## config.mk

```make
export PLATFORM = sky130hd
export DESIGN_NAME = lpc_mulq
export DESIGN_NICKNAME = d
export VERILOG_FILES = /design/src/rtl/lpc_pkg.sv /design/src/rtl/lpc_mulq.sv
export SDC_FILE = /design/constraint.sdc
export NUM_CORES = 2
export LEC_CHECK = 0
export BUFFER_PORTS_ARGS = -buffer_cell sky130_fd_sc_hd__buf_2
export CAP_MARGIN = 20
export CORE_AREA = 2 2 282 284
export DETAILED_ROUTE_END_ITERATION = 16
export DIE_AREA = 0 0 284 286
export GPL_TIMING_DRIVEN = 0
export PLACE_DENSITY = 0.63
export SYNTH_ARGS = -nofsm -noshare
export SYNTH_HDL_FRONTEND = slang
export SYNTH_SLANG_ARGS = --single-unit
```

## constraint.sdc

```tcl
create_clock -name clock -period 19.5 [get_ports clock]
set_clock_uncertainty 0.15 [all_clocks]
set_input_delay 0.975 -clock clock [delete_from_list [all_inputs] [get_ports clock]]
set_output_delay 0.975 -clock clock [all_outputs]
set_load 0.02 [all_outputs]
```

## src/rtl/lpc_pkg.sv

```systemverilog
// Shared types, constants and saturation helpers for the LPC analysis block.
package lpc_pkg;

   localparam int MAX_ORDER_DEF   = 16;
   localparam int SAMPLE_BITS_DEF = 16;

   localparam int ACC_W   = 48;
   localparam int COEF_W  = 32;
   localparam int PROD_W  = 56;
   localparam int Q_FRAC  = 27;
   // integer part is below 16, so 4 + Q_FRAC quotient bits
   localparam int DIV_STEPS = Q_FRAC + 4;

   localparam logic [4:0] ORDER_RESET = 5'd8;

   // register indexes on the write port
   localparam logic CSR_ORDER = 1'b0;
   localparam logic CSR_MODE  = 1'b1;

   localparam logic signed [COEF_W-1:0] COEF_MAX = {1'b0, {(COEF_W-1){1'b1}}};
   localparam logic signed [COEF_W-1:0] COEF_MIN = {1'b1, {(COEF_W-1){1'b0}}};

   typedef struct packed {
      logic                     start;
      logic                     raw;   // plain product, no Q27 scaling
      logic signed [ACC_W-1:0]  a;
      logic signed [COEF_W-1:0] b;
   } mul_req_type;

   typedef struct packed {
      logic                     done;
      logic signed [PROD_W-1:0] res;
   } mul_rsp_type;

   typedef struct packed {
      logic                    start;
      logic signed [ACC_W-1:0] num;
      logic signed [ACC_W-1:0] den;
   } div_req_type;

   typedef struct packed {
      logic                     done;
      logic signed [COEF_W-1:0] k;
   } div_rsp_type;

   function automatic logic signed [PROD_W-1:0] sx48(input logic signed [ACC_W-1:0] v);
      return {{(PROD_W-ACC_W){v[ACC_W-1]}}, v};
   endfunction

   function automatic logic signed [PROD_W-1:0] sx32(input logic signed [COEF_W-1:0] v);
      return {{(PROD_W-COEF_W){v[COEF_W-1]}}, v};
   endfunction

   function automatic logic signed [ACC_W-1:0] sat48(input logic signed [PROD_W-1:0] v);
      logic signed [PROD_W-1:0] hi;
      logic signed [PROD_W-1:0] lo;
      hi = {{(PROD_W-ACC_W+1){1'b0}}, {(ACC_W-1){1'b1}}};
      lo = {{(PROD_W-ACC_W+1){1'b1}}, {(ACC_W-1){1'b0}}};
      if (v > hi)
         return hi[ACC_W-1:0];
      else if (v < lo)
         return lo[ACC_W-1:0];
      else
         return v[ACC_W-1:0];
   endfunction

   function automatic logic signed [COEF_W-1:0] sat32(input logic signed [PROD_W-1:0] v);
      if (v > sx32(COEF_MAX))
         return COEF_MAX;
      else if (v < sx32(COEF_MIN))
         return COEF_MIN;
      else
         return v[COEF_W-1:0];
   endfunction

endpackage

```

## src/rtl/lpc_mulq.sv

```systemverilog
// Shared 24x32 multiplier: plain signed product or 48x32 Q27 product in two halves.
module lpc_mulq (
   input  logic               clock,
   input  logic               reset,
   input  lpc_pkg::mul_req_type req,
   output lpc_pkg::mul_rsp_type rsp
);
   import lpc_pkg::*;

   typedef enum logic [1:0] {M_IDLE, M_HI, M_LO, M_OUT} mstate_type;

   mstate_type         state_ff;
   logic [ACC_W-1:0]   ua_ff;
   logic [COEF_W-1:0]  ub_ff;
   logic               neg_ff;
   logic               raw_ff;
   logic [PROD_W-1:0]  hi_ff;
   logic [PROD_W-1:0]  lo_ff;
   mul_rsp_type        rsp_ff;

   logic [23:0]        op_a;
   logic [PROD_W-1:0]  prod;
   logic [PROD_W-1:0]  mag_in;
   logic [PROD_W-1:0]  frac_sum;

   assign op_a     = (state_ff == M_HI) ? ua_ff[ACC_W-1:24] : ua_ff[23:0];
   assign prod     = op_a * ub_ff;
   assign frac_sum = {hi_ff[2:0], 24'b0} + lo_ff;
   assign mag_in   = raw_ff ? lo_ff : ((hi_ff >> 3) + (frac_sum >> Q_FRAC));
   assign rsp      = rsp_ff;

   always_ff @(posedge clock) begin
      rsp_ff.done <= !reset && (state_ff == M_OUT);
      if (reset) begin
         state_ff <= M_IDLE;
      end else begin
         unique case (state_ff)
            M_IDLE: begin
               if (req.start) begin
                  ua_ff    <= req.a[ACC_W-1] ? ACC_W'(-req.a) : req.a;
                  ub_ff    <= req.b[COEF_W-1] ? COEF_W'(-req.b) : req.b;
                  neg_ff   <= req.a[ACC_W-1] ^ req.b[COEF_W-1];
                  raw_ff   <= req.raw;
                  state_ff <= req.raw ? M_LO : M_HI;
               end
            end
            M_HI: begin
               hi_ff    <= prod;
               state_ff <= M_LO;
            end
            M_LO: begin
               lo_ff    <= prod;
               state_ff <= M_OUT;
            end
            M_OUT: begin
               rsp_ff.res  <= neg_ff ? -$signed(mag_in) : $signed(mag_in);
               state_ff    <= M_IDLE;
            end
            default: state_ff <= M_IDLE;
         endcase
      end
   end

endmodule

```

## Yosys cells after proc, flatten, opt, wreduce, memory -nomap -nowiden

Index checks and enable logic that the tools add are counted.

- Bits in writable memories: 0
- Memories: 0
- Register bits: 253
- Bits in read-only memories: 0
- Latch bits: 0

- Shift operators: 0
- Bitwise gates (word level): 2
- Multiplexer cells: 8
- $add $sub $neg: 5
- Order comparisons: 0
- Reductions and logical operators: 7
- Multipliers: 1
- Div/mod/pow operators: 0
- Equality and inequality tests: 4

Operators with widths:

| operator | count |
|---|---|
| $mux 56 | 2 |
| $add 27x56->56 | 1 |
| $mul 24x32->56 | 1 |
| $neg 56->56 | 1 |
| $add 53x29->54 | 1 |
| $neg 48->48 | 1 |
| $mux 47 | 1 |
| $neg 32->32 | 1 |
| $mux 31 | 1 |
| $mux 24 | 1 |
| $pmux 2 s4 | 1 |
| $reduce_and 2->1 | 3 |
| $eq 2x2->1 const B | 2 |
| $mux 2 | 2 |
| $reduce_and 3->1 | 1 |
| $eq 2x1->1 const B | 1 |
| $logic_not 2->1 | 1 |
| $ne 2x2->1 const B | 1 |
| $logic_and 1x1->1 | 1 |
| $logic_not 1->1 | 1 |
| $not 1->1 | 1 |
| $xor 1x1->1 | 1 |

## Depth between registers and ports, before layout

- Word-level depth: 5
- Mapped depth: 33

## Worst setup path after synthesis

OpenSTA, ideal clock, no wires.

- Path type: reg2reg
- Start: register state_ff[1]
- End: register hi_ff[55] (data pin)
- Slack: 11,021 ps
- Stages on the path, launching flop included: 32
- Buffers on the path: 3
- Data arrival time: 8,064 ps
- Period minus slack after synthesis: 8,479 ps
- Setup time: 264 ps
- Cell sequence: dfxtp_1 -> inv_1 -> ha_1 -> clkbuf_1 -> buf_1 -> mux2i_1 -> clkbuf_1 -> nor2b_1 -> fa_1 -> fa_1 -> inv_1 -> fa_1 -> fa_1 -> inv_1 -> fa_1 -> fa_1 -> inv_1 -> fa_1 -> inv_1 -> ha_1 -> a21o_1 -> a21o_1 -> a21o_1 -> a21o_1 -> a21oi_1 -> o211ai_1 -> o41a_1 -> a21o_1 -> a21o_1 -> a31o_2 -> a21oi_1 -> xnor2_1

- Word-level cells in the longest chain between the ends: 3

RTL lines:

| what | line | RTL |
|---|---|---|
| from (decl) | lpc_mulq.sv:12 | `mstate_type state_ff;` |
| from (signal assigned) | lpc_mulq.sv:44 | `state_ff <= req.raw ? M_LO : M_HI;` |
| $eq 2x1->1 | lpc_mulq.sv:26 | `assign op_a = (state_ff == M_HI) ? ua_ff[ACC_W-1:24] : ua_ff[23:0];` |
| $mux 24 | lpc_mulq.sv:26 |  |
| $mul 24x32->56 | lpc_mulq.sv:27 | `assign prod = op_a * ub_ff;` |
| named net prod[55] | lpc_mulq.sv:22 | `logic [PROD_W-1:0] prod;` |
| to (signal assigned) | lpc_mulq.sv:48 | `hi_ff <= prod;` |
| to (decl) | lpc_mulq.sv:17 | `logic [PROD_W-1:0] hi_ff;` |

The timed path passes the listed nets, and every way through them passes these cells.
A chain may end at the register's enable or synchronous reset.

## Worst setup path after layout

- Start: register state_ff[1]
- End: register hi_ff[54] (data pin)

The elaborated chain is that of the path after synthesis.

==> impl_metrics.ini <==
[worst_setup_path]
cp.arrival_ns = 11.94
path_class = reg -> reg
cp_max_fo = 10
crit_top_cell = fa_1
cp_top_family = adder cells
cp_slowest_stage_delay_ns = 0.96
critPathLaunchType = flip-flop
critPathBufInv = 8
required_ns = 19.68
end_kind = flip-flop
cp_slowest_cell = mux2i_1

[sta]
rsz0062_at_grt = false
setup_tns_ns = 0
period_share = 0.603
period_minus_slack_ns = 11.76
fmax_ghz = 0.0850
maxSlewHeadroom = 0.232
setup_violations = 0
maxSlewViolCount = 0
finalHoldViolCount = 0
tightest_slew_ns = 1.15

[clock_network]
clkTransAtPathRegs_ns = 0.06
cts_root_buf = clkbuf_16
clk_latency_ns = 0.59
tritoncts = yes
cts_hold_buf = 0
cts_setup_buffers = 0
clockBufferDepth = 3
numCtsBuffers = 28
cts_resized = 0
cts_htree_levels = 1
cts.sinks = 253

[floorplanning]
core-area_mm2 = 0.0784
dieArea_mm2 = 0.0812
rows = 103
die_w_um = 284
start_util = 0.496
die_y_um = 286
ios = 141

[cells_and_area]
fin_nets = 5165
seqCellArea_mm2 = 0.00757
syn_to_final_growth_pct = 7.98
fill_cells = 7328
multi_input_area_mm2 = 0.0278
final_layout_size_suffix_gt1_frac = 0.0642

[global_routing]
track_usage = 0.297
grt_pass1_vias = 29400
antenna_found_initial = 1
grt_max_degree = 53
overflow = 0
grt_pass1_wl_mm = 180

[drt]
drc = 0
wire_per_inst_um = 22.6
route.detailed.vias_per_inst = 5.42
drtIter0Drc = 2134
drt-total-wl_mm = 119
first_pass_iters = 6
vias = 28600
drt.antenna.violating_nets = 0

[yosys]
synth.area.mux_share = 0.0147
synth_compound_area_frac = 0.0677
synth_edf_count = 250
avgSynthCellArea_um2 = 9.66
synth_top_family_by_area = adder cells
netlist.area_leader.share = 0.339
syn-num-nets = 4989
synth_cells = 4026
ys_seq_elements = 253
yosys-top-cells-count = inv_1 (757), fa_1 (659), nand2_1 (504)
ys.flop_type = edfxtp_1
synth_seq_area_share = 0.195
synth_fa_ha_area_frac = 0.410
syn-cell-area_mm2 = 0.0389
ys_async_sr_fraction = 0
synth-simple-area-share = 0.167
synth.distinct_cells = 91
yosys-top-cells-area = fa_1 (34%), edfxtp_1 (19%), inv_1 (7.3%), ha_1 (7.1%), nand2_1 (4.9%)
synth-xor-area-share = 0.0556
yosysWarnings = 0
yosysMostFrequentCell = inv_1
yosys.area.top_type = fa_1

[status]
outcome = complete, no violations

[place]
place_congestion = 0.962
hpwl_mm = 99.9
io_buffers = 140

[job]
cap_violations = 0

[hold_path]
hold_class = reg -> reg
==> final timing paths <==
path | to | start | depth (start not counted) | slack, ns
worst max-delay path | hi_ff[54]$_DFFE_PP_ | state_ff[1]$_SDFFE_PP0P_ | 30 | 7.74
worst min-delay path | state_ff[1]$_SDFFE_PP0P_ | state_ff[1]$_SDFFE_PP0P_ | 2 | 0.40
worst min register to register | state_ff[1]$_SDFFE_PP0P_ | state_ff[1]$_SDFFE_PP0P_ | 2 | 0.40
worst max register to register | hi_ff[54]$_DFFE_PP_ | state_ff[1]$_SDFFE_PP0P_ | 30 | 7.74
==> metal layers <==
layer,vias up,global-route usage,part of all wire
li1,12900,-,-
met1,14300,0.391,0.41
met2,1169,0.485,0.46
met3,232,0.0564,0.079
met4,0,0.123,0.050
met5,-,0,0
==> worst min-delay path, stage by stage, from the launching register on <==
cell and delay, ns:
dfxtp_1 0.35, nand2b_1 0.08, a311oi_1 0.08
==> sequential cells by signal, indices dropped and copies added, names as in the netlist <==
register and count:
ub_ff 32, state_ff 2, ua_ff 48, lo_ff 56, hi_ff 56, neg_ff 1, raw_ff 1, rsp 57
==> cells in the final DEF, fill, tap and decap left out, types with 6 or more instances in the layout <==
master	synthesis	routed
a21oi_1	96	96
nand2_1	504	504
inv_1	757	757
nor2_1	80	80
o41ai_1	16	16
nand3b_1	9	9
o21ai_0	100	100
clkbuf_1	163	163
clkbuf_16	0	28
o211ai_1	10	10
or3_1	22	22
nand3_1	43	43
mux2i_1	29	29
ha_1	220	220
nand2b_1	39	39
xor2_1	61	61
and4_1	8	8
o21a_1	15	15
edfxtp_1	250	250
o21bai_1	10	10
buf_1	6	6
mux2_2	25	25
fa_1	659	659
or2_2	10	10
nor4_1	16	16
clkinv_2	0	6
or4_1	14	14
nor2b_1	161	158
a211oi_1	6	6
a31o_2	7	7
and3_1	22	22
nand4_1	16	16
o21ai_1	7	7
and2_1	261	261
xnor2_1	186	186
nor3_1	28	28
a31oi_1	9	9
o31ai_1	34	34
a21o_1	48	48
buf_2	4	144
==> final cells by class <==
cell class | count | area share
Antenna cell | 1 | 0.0000596
Sequential cell | 253 | 0.180
Multi-Input combinational cell | 2841 | 0.663
Clock buffer | 28 | 0.0167
Tap cell | 1050 | 0.0313
Clock inverter | 23 | 0.00587
Inverter | 758 | 0.0677
Timing Repair Buffer | 146 | 0.0194
Buffer | 174 | 0.0158
==> logic make-up (layout without fill, tap and decap cells) <==
| logic type | Yosys count | in the layout |
|---|---|---|
| buf+inv | 932 | 1129 |
| fa+ha+maj | 879 | 879 |
| flops | 253 | 253 |
| compound gates | 400 | 400 |
| xor+xnor | 247 | 247 |
| other cells | 0 | 1 |
| simple gates | 1261 | 1261 |
| mux | 54 | 54 |
==> metrics by stage <==
stage / hold WS (ns) / cells / area [µm²] / setup slack [ns] / utilization
after floorplan: 0.349 / 4026 / 38900 / 11.02 / -
after global placement: 0.387 / 5216 / 40900 / 7.71 / 0.522
after detailed placement: 0.394 / 5222 / 41100 / 7.67 / 0.524
after CTS: 0.404 / 5273 / 42000 / 7.62 / 0.536
after global routing: 0.445 / 5273 / 42000 / 7.12 / 0.536
final: 0.398 / 5274 / 42000 / 7.74 / 0.536
Power is left out: the tool's default activity adds up to more than one toggle a clock period on the data nets, which glitch-free logic cannot reach.
